<file path="src/rtl/core/dufc_pkg.sv">
// Shared types, constants and helper functions for the date/user Feistel cipher.
package dufc_pkg;

  localparam int unsigned HalfW   = 19;
  localparam int unsigned TokenW  = 2 * HalfW;
  localparam int unsigned UserW   = 18;
  localparam int unsigned Rounds  = 4;
  localparam int unsigned NumKeys = 4;
  localparam int unsigned KeyIdxW = $clog2(NumKeys);

  // Round function constants
  localparam logic [31:0] MixAdd = 32'h9e3779b9;
  localparam logic [31:0] MixMul = 32'h85ebca6b;

  typedef enum logic {
    OpEncrypt = 1'b0,
    OpDecrypt = 1'b1
  } op_e;

  typedef enum logic [1:0] {
    ErrNone = 2'd0,
    ErrDate = 2'd1,
    ErrUser = 2'd2
  } err_e;

  typedef struct packed {
    op_e          opcode;
    logic [3:0]   month_in;
    logic [4:0]   day_in;
    logic [4:0]   hour_in;
    logic [5:0]   minute_in;
    logic [7:0]   user_char_a;
    logic [7:0]   user_char_b;
    logic [7:0]   user_char_c;
    logic [37:0]  cipher_in;
  } req_t;

  typedef struct packed {
    logic [37:0]  cipher_out;
    logic [3:0]   month_out;
    logic [4:0]   day_out;
    logic [4:0]   hour_out;
    logic [5:0]   minute_out;
    logic [7:0]   user_out_a;
    logic [7:0]   user_out_b;
    logic [7:0]   user_out_c;
    err_e         error_code;
  } rsp_t;

  // Base64 index of an ASCII code; bit 6 set means outside the alphabet
  function automatic logic [6:0] b64_index(input logic [7:0] c);
    logic [6:0] res;
    if (c >= 8'h41 && c <= 8'h5a) begin
      res = {1'b0, 6'(c - 8'h41)};
    end else if (c >= 8'h61 && c <= 8'h7a) begin
      res = {1'b0, 6'(c - 8'h61 + 8'd26)};
    end else if (c >= 8'h30 && c <= 8'h39) begin
      res = {1'b0, 6'(c - 8'h30 + 8'd52)};
    end else if (c == 8'h2b) begin
      res = {1'b0, 6'd62};
    end else if (c == 8'h2f) begin
      res = {1'b0, 6'd63};
    end else begin
      res = 7'h40;
    end
    return res;
  endfunction

  // ASCII code of a Base64 index
  function automatic logic [7:0] b64_char(input logic [5:0] idx);
    logic [7:0] res;
    if (idx < 6'd26) begin
      res = 8'h41 + {2'b00, idx};
    end else if (idx < 6'd52) begin
      res = 8'h61 + {2'b00, idx} - 8'd26;
    end else if (idx < 6'd62) begin
      res = 8'h30 + {2'b00, idx} - 8'd52;
    end else if (idx == 6'd62) begin
      res = 8'h2b;
    end else begin
      res = 8'h2f;
    end
    return res;
  endfunction

  // First half of the round function: key xor, constant add and first xor-shift
  function automatic logic [31:0] mix_pre(input logic [HalfW-1:0] half,
                                          input logic [HalfW-1:0] key);
    logic [31:0] m;
    m = {{(32-HalfW){1'b0}}, half ^ key} + MixAdd;
    return m ^ (m >> 10);
  endfunction

  // Last step of the round function after the multiply
  function automatic logic [HalfW-1:0] mix_fin(input logic [31:0] p);
    logic [31:0] m;
    m = p ^ (p >> 8);
    return m[HalfW-1:0];
  endfunction

endpackage

</file>
<file path="src/rtl/core/datetime_user_feistel_cipher_unit.sv">
// Top level of the date/user Feistel cipher: pipelined encrypt and decrypt.
//
// Usage:
//   Request channel (req_valid_i / req_ready_o / req_i) carries one opcode
//   plus the date, user and ciphertext fields. Encrypt checks and packs the
//   date and user fields into a 38-bit token and runs the Feistel rounds;
//   decrypt runs the rounds backwards and unpacks raw fields.
//   Response channel (rsp_valid_o / rsp_ready_i / rsp_o) returns one result
//   per request, in order. Failed checks give an error code and zero fields.
//   Round keys are written through cfg_we_i / cfg_idx_i / cfg_data_i; the
//   user must write them only while no request is in flight, and the
//   block itself does not enforce this. A request passes the input stage,
//   which loads on the accepting edge, a pre-mix and a multiply stage per
//   round and the response register between accept and response valid.
//   Throughput is one request per cycle while the receiver does not stall;
//   each round's 32x32 multiply has its own stage.
//   When the receiver stalls, the whole pipeline holds and req_ready_o
//   drops; nothing is lost or repeated. Reset clears all valid bits and
//   sets every round key to zero.
module datetime_user_feistel_cipher_unit (
  input  logic                                   clk_i,
  input  logic                                   rst_ni,
  input  logic                                   req_valid_i,
  output logic                                   req_ready_o,
  input  dufc_pkg::req_t                         req_i,
  output logic                                   rsp_valid_o,
  input  logic                                   rsp_ready_i,
  output dufc_pkg::rsp_t                         rsp_o,
  input  logic                                   cfg_we_i,
  input  logic [dufc_pkg::KeyIdxW-1:0]           cfg_idx_i,
  input  logic [dufc_pkg::HalfW-1:0]             cfg_data_i
);

  localparam int unsigned NumStg = 2 * dufc_pkg::Rounds + 1;
  localparam int unsigned HW     = dufc_pkg::HalfW;

  // Round keys
  logic [HW-1:0] key_q [dufc_pkg::NumKeys];

  // Pipeline stage registers: stage 0 is input, then pre-mix/multiply pairs
  logic              vld_q [NumStg];
  dufc_pkg::op_e     op_q  [NumStg];
  dufc_pkg::err_e    err_q [NumStg];
  logic [HW-1:0]     a_q   [NumStg];
  logic [HW-1:0]     b_q   [NumStg];
  logic [31:0]       mix_q [1:NumStg-1];

  logic [HW-1:0]     a_d   [NumStg];
  logic [HW-1:0]     b_d   [NumStg];
  logic [31:0]       mix_d [1:NumStg-1];
  logic [HW-1:0]     a_in_d;
  logic [HW-1:0]     b_in_d;
  dufc_pkg::err_e    err_d;

  logic              rsp_valid_q;
  dufc_pkg::rsp_t    rsp_q;
  dufc_pkg::rsp_t    rsp_d;
  logic              adv;

  // Whole pipeline moves when the response register is free or drained
  assign adv         = !rsp_valid_q || rsp_ready_i;
  assign req_ready_o = adv;
  assign rsp_valid_o = rsp_valid_q;
  assign rsp_o       = rsp_q;

  // Key register writes
  always_ff @(posedge clk_i or negedge rst_ni) begin
    if (!rst_ni) begin
      for (int k = 0; k < dufc_pkg::NumKeys; k++) begin
        key_q[k] <= '0;
      end
    end else if (cfg_we_i) begin
      key_q[cfg_idx_i] <= cfg_data_i;
    end
  end

  // Input stage: field checks, Base64 lookup, packing into the (a, b) pair.
  // a is the half fed to the round function, b the half it is xored into.
  always_comb begin
    logic [6:0]               ia;
    logic [6:0]               ib;
    logic [6:0]               ic;
    logic                     date_ok;
    logic [dufc_pkg::TokenW-1:0] pk;
    ia = dufc_pkg::b64_index(req_i.user_char_a);
    ib = dufc_pkg::b64_index(req_i.user_char_b);
    ic = dufc_pkg::b64_index(req_i.user_char_c);
    date_ok = (req_i.month_in >= 4'd1) && (req_i.month_in <= 4'd12) &&
              (req_i.day_in != 5'd0) && (req_i.hour_in <= 5'd23) &&
              (req_i.minute_in <= 6'd59);
    pk = {req_i.month_in, req_i.day_in, req_i.hour_in, req_i.minute_in,
          ia[5:0], ib[5:0], ic[5:0]};
    if (req_i.opcode == dufc_pkg::OpDecrypt) begin
      err_d  = dufc_pkg::ErrNone;
      a_in_d = req_i.cipher_in[2*HW-1:HW];
      b_in_d = req_i.cipher_in[HW-1:0];
    end else begin
      if (!date_ok) begin
        err_d = dufc_pkg::ErrDate;
      end else if (ia[6] || ib[6] || ic[6]) begin
        err_d = dufc_pkg::ErrUser;
      end else begin
        err_d = dufc_pkg::ErrNone;
      end
      a_in_d = pk[HW-1:0];
      b_in_d = pk[2*HW-1:HW];
    end
  end

  // Round stages: pre-mix (with previous round's finish), then multiply
  always_comb begin
    int unsigned    ki;
    logic [HW-1:0]  key;
    logic [HW-1:0]  na;
    logic [HW-1:0]  nb;
    a_d[0] = a_in_d;
    b_d[0] = b_in_d;
    for (int r = 0; r < dufc_pkg::Rounds; r++) begin
      if (op_q[2*r] == dufc_pkg::OpDecrypt) begin
        ki = (dufc_pkg::Rounds - 1 - r) % dufc_pkg::NumKeys;
      end else begin
        ki = r % dufc_pkg::NumKeys;
      end
      key = key_q[ki[dufc_pkg::KeyIdxW-1:0]];
      if (r == 0) begin
        na = a_q[0];
        nb = b_q[0];
      end else begin
        na = b_q[2*r] ^ dufc_pkg::mix_fin(mix_q[2*r]);
        nb = a_q[2*r];
      end
      a_d[2*r+1]   = na;
      b_d[2*r+1]   = nb;
      mix_d[2*r+1] = dufc_pkg::mix_pre(na, key);
      a_d[2*r+2]   = a_q[2*r+1];
      b_d[2*r+2]   = b_q[2*r+1];
      mix_d[2*r+2] = mix_q[2*r+1] * dufc_pkg::MixMul;
    end
  end

  // Output stage: last round finish, unpack and format
  always_comb begin
    logic [HW-1:0]               fa;
    logic [HW-1:0]               fb;
    logic [dufc_pkg::TokenW-1:0] tok;
    fa = b_q[NumStg-1] ^ dufc_pkg::mix_fin(mix_q[NumStg-1]);
    fb = a_q[NumStg-1];
    rsp_d = '0;
    rsp_d.error_code = err_q[NumStg-1];
    if (op_q[NumStg-1] == dufc_pkg::OpDecrypt) begin
      tok = {fa, fb};
      rsp_d.month_out  = tok[37:34];
      rsp_d.day_out    = tok[33:29];
      rsp_d.hour_out   = tok[28:24];
      rsp_d.minute_out = tok[23:18];
      rsp_d.user_out_a = dufc_pkg::b64_char(tok[17:12]);
      rsp_d.user_out_b = dufc_pkg::b64_char(tok[11:6]);
      rsp_d.user_out_c = dufc_pkg::b64_char(tok[5:0]);
    end else begin
      tok = {fb, fa};
      if (err_q[NumStg-1] == dufc_pkg::ErrNone) begin
        rsp_d.cipher_out = tok;
      end
    end
  end

  // Valid bits
  always_ff @(posedge clk_i or negedge rst_ni) begin
    if (!rst_ni) begin
      for (int s = 0; s < NumStg; s++) begin
        vld_q[s] <= 1'b0;
      end
      rsp_valid_q <= 1'b0;
    end else if (adv) begin
      vld_q[0] <= req_valid_i;
      for (int s = 1; s < NumStg; s++) begin
        vld_q[s] <= vld_q[s-1];
      end
      rsp_valid_q <= vld_q[NumStg-1];
    end
  end

  // Payload registers
  always_ff @(posedge clk_i) begin
    if (adv) begin
      op_q[0]  <= req_i.opcode;
      err_q[0] <= err_d;
      for (int s = 0; s < NumStg; s++) begin
        a_q[s] <= a_d[s];
        b_q[s] <= b_d[s];
      end
      for (int s = 1; s < NumStg; s++) begin
        op_q[s]  <= op_q[s-1];
        err_q[s] <= err_q[s-1];
        mix_q[s] <= mix_d[s];
      end
      if (vld_q[NumStg-1]) begin
        rsp_q <= rsp_d;
      end
    end
  end

endmodule
</file>
<file path="config.mk">
export PLATFORM = sky130hd
export DESIGN_NAME = datetime_user_feistel_cipher_unit
export DESIGN_NICKNAME = d
export VERILOG_FILES = /design/src/rtl/core/dufc_pkg.sv /design/src/rtl/core/datetime_user_feistel_cipher_unit.sv
export SDC_FILE = /design/constraint.sdc
export NUM_CORES = 2
export LEC_CHECK = 0
export ABC_AREA = 1
export BUFFER_PORTS_ARGS = -buffer_cell sky130_fd_sc_hd__buf_2
export CAP_MARGIN = 20
export CORE_ASPECT_RATIO = 0.6
export CORE_UTILIZATION = 64
export DETAILED_ROUTE_END_ITERATION = 8
export PLACE_DENSITY = 0.82
export SYNTH_ARGS = -nofsm -noshare
export SYNTH_HDL_FRONTEND = slang
export SYNTH_SLANG_ARGS = --single-unit
</file>
<file path="constraint.sdc">
create_clock -name clk_i -period 25.9 [get_ports clk_i]
set_input_delay 2.59 -clock clk_i [delete_from_list [all_inputs] [get_ports clk_i]]
set_output_delay 2.59 -clock clk_i [all_outputs]
set_load 0.01 [all_outputs]
</file>
==> impl_metrics.ini <==
[outcome]
outcome = finished clean

[cts]
clockBufferDepth = 3
cts_sinks = 727
ctsHtreeMaxLevel = 3
postCtsHoldBufs = 0
tritoncts = done
cts_resized = 0
clk_pin_slew_ns = 0.07
postCtsSetupBuffers = 0
clock_latency_ns = 0.66
numCtsBuffers = 71
clock-root-buffer = clkbuf_16

[sta]
period_minus_slack_ns = 6.739
maxSlewHeadroom_pct = 27.94
finalSetupViolCount = 0
timing.final.crit_share_pct = 26.02
skew_ns = 0.03729
rsz0062_at_grt = no
slew_viol_final = 0
finalHoldViolCount = 0
fmax_mhz = 148.4
worst_pin_slew_ns = 1.081
timing.setup.tns_ns = 0

[detailed_routing]
vias = 43130
dr.pass1.iters = 6
wl_met1_mm = 69.22
drtIter0Drc = 4363
post_drt_wl_per_cell_um = 20.78
wirelength_mm = 159.9
drc = 0
wl_met2_mm = 62.66
postRouteAntennaNets = 0
via_per_inst = 5.603
top_layer = met5
wl_met3_mm = 24.23

[global_route]
grt_pass1_wl_mm = 242.0
grt_max_degree = 194
antenna_found_initial = 8
grt_overflow_total = 0
grt_pass1_vias = 41770
grt.total_usage_pct = 34.43

[layout]
final_nets = 7685
layout-drive-gt1-share_pct = 7.024
syn_to_final_growth_pct = 8.057

[placement]
io_buffers = 194
dp_hpwl_mm = 132.6
place_congestion = 1.001

[logic_synthesis]
synthSimpleGateAreaFrac_pct = 13.87
synth_top_cell_by_area = edfxtp_1
yosys_warnings = 0
synthXorXnorAreaFrac_pct = 4.664
yosysMostFrequentCell = inv_1
async_flop_share_pct = 11.83
synth_top_family_by_area = adder cells
synth_compound_area_share_pct = 5.116
synth_common_cells = inv_1 (1400), nand2_1 (1231), ha_1 (658), edfxtp_1 (641), fa_1 (512)
synth_area_leaders = edfxtp_1 (32%), fa_1 (17%), ha_1 (14%), inv_1 (8.8%), nand2_1 (7.8%)
synth-edff-count = 641
synth_seq_cells = 727
syn_area_sq_mm = 0.05960
ys.flop_type = edfxtp_1
yosysTopAreaCellShare_pct = 32.29
synth.area.mux_share_pct = 0
synthDistinctLibCells = 55
syn_avg_cell_area_sq_um = 9.662
ys_seq_area_share_pct = 35.90
syn-num-nets = 7448
netlist_instances = 6169
synth-adder-area-share_pct = 31.01

[critical_path]
worstPathArrival_ns = 7.16
crit_slowest_cell = fa_1
critPathKind = reg2reg
endpoint = mix_q[0][90]
critPathTopFamily = adder cells
crit_chain = inv_1, fa_1, inv_1, fa_1, inv_1, fa_1, inv_1, fa_1, ha_1, fa_1, fa_1, inv_1, fa_1, inv_1, ha_1, nand2_1, nor3_1, nand2_1, o211ai_1, nand2_1, nand2_1, inv_1, nand2_1, nand2_1
max_stage_delay_ns = 0.58
crit_cells = 24
start_kind = flop
r2r-end = mix_q[0][90]
worstPathMaxFanout = 6
worstPathRequired_ns = 26.32
rr_worst_depth = 24
r2r-start = mix_q[0][39]
cp-startpoint = mix_q[0][39]
path_buf_inv = 7
rrSetupSlack_ns = 19.16
cp-end-kind = flop

[floorplan]
ios = 195
die_h_um = 238.4
dieArea_sq_mm = 0.09440
core_sq_mm = 0.09200
rows = 86
start_util_pct = 64.79
chipWidth_um = 396.0

[run]
drv_cap = 0

[worst_hold_path]
hold_path_class = reg2reg
==> registers in the layout, indices dropped and copies added (netlist names) <==
name         count
vld_q            9
b_q            171
op_q             9
rsp_valid_o      1
mix_q          188
err_q           18
a_q            171
rsp_o           84
key_q           76
==> cells in the final DEF (no fill, tap or decap), types with 11 or more instances in the layout <==
cell type | synthesis | layout
a21o_1 | 12 | 12
a21oi_1 | 142 | 142
a21oi_2 | 12 | 12
a31oi_1 | 18 | 18
buf_2 | 0 | 193
buf_4 | 4 | 19
clkbuf_16 | 0 | 72
clkinv_1 | 2 | 11
clkinv_2 | 0 | 12
dfrtp_1 | 86 | 86
edfxtp_1 | 641 | 641
fa_1 | 512 | 512
ha_1 | 658 | 658
inv_1 | 1400 | 1399
inv_2 | 13 | 13
nand2_1 | 1231 | 1231
nand2_2 | 31 | 31
nand3_1 | 280 | 280
nand3b_1 | 35 | 35
nand4_1 | 39 | 39
nor2_1 | 274 | 273
nor2_2 | 11 | 11
nor3_1 | 28 | 28
o211ai_1 | 13 | 13
o21ai_0 | 211 | 211
o21ai_1 | 34 | 34
o21ai_2 | 21 | 21
or2_2 | 13 | 13
xnor2_1 | 117 | 117
xor2_1 | 176 | 176
==> worst min path at each step <==
stage	to	startpoint	slack [ns]	cells after the start
floorplan	a_q[0][114]	a_q[0][95]	0.40	0
global placement	a_q[0][39]	a_q[0][20]	0.40	0
detailed placement	a_q[0][48]	a_q[0][29]	0.40	0
CTS	b_q[0][138]	a_q[0][119]	0.40	0
global route	b_q[0][112]	a_q[0][93]	0.42	0
finish	b_q[0][138]	a_q[0][119]	0.40	0
==> logic make-up after synthesis <==
family | count (synthesis)
AOI/OAI and AO/OA | 528
xor gates and xnor gates | 305
adders and majority gates | 1170
buffers and inverters | 1469
DFF | 727
and+or+nand+nor | 1970
==> worst register-to-register path, cell delays in order (launching register included) <==
cell and delay (ns):
edfxtp_1 0.52, inv_1 0.19, fa_1 0.57, inv_1 0.06, fa_1 0.58, inv_1 0.08, fa_1 0.57, inv_1 0.06
fa_1 0.45, ha_1 0.33, fa_1 0.51, fa_1 0.54, inv_1 0.05, fa_1 0.50, inv_1 0.04, ha_1 0.37
nand2_1 0.13, nor3_1 0.25, nand2_1 0.10, o211ai_1 0.29, nand2_1 0.08, nand2_1 0.09, inv_1 0.04, nand2_1 0.05
nand2_1 0.04
==> layer usage <==
layer,GRT usage [%],up-vias
met3,15.07,227
met5,0,-
li1,-,20070
met4,8.600,10
met1,50.86,20480
met2,46.02,2340
==> metrics by stage <==
step / hold slack, ns / cell area (sq um) / std cells / util [%] / setup WS (ns)
2_1_floorplan: 0.4003 / 59600 / 6169 / - / 5.231
3_3_place_gp: 0.4007 / 61970 / 7560 / 67.36 / 19.24
3_5_place_dp: 0.4045 / 62000 / 7561 / 67.39 / 19.24
4_1_cts: 0.3988 / 64330 / 7692 / 69.93 / 19.21
5_1_grt: 0.4201 / 64400 / 7696 / 70.00 / 18.85
6_report: 0.4008 / 64410 / 7698 / 70.01 / 19.16
==> cell type report <==
class,instances,area [sq um]
multi-input combinational,3973,32590
fill,6764,27590
sequential,727,21400
inverter,1415,5319
clock buffer,86,1904
tap,1232,1541
timing repair buffer,218,1226
clock inverter,45,425.4
antenna,2,5.005
Power is left out: the tool's default activity adds up to more than one toggle a clock period on the data nets, which glitch-free logic cannot reach.
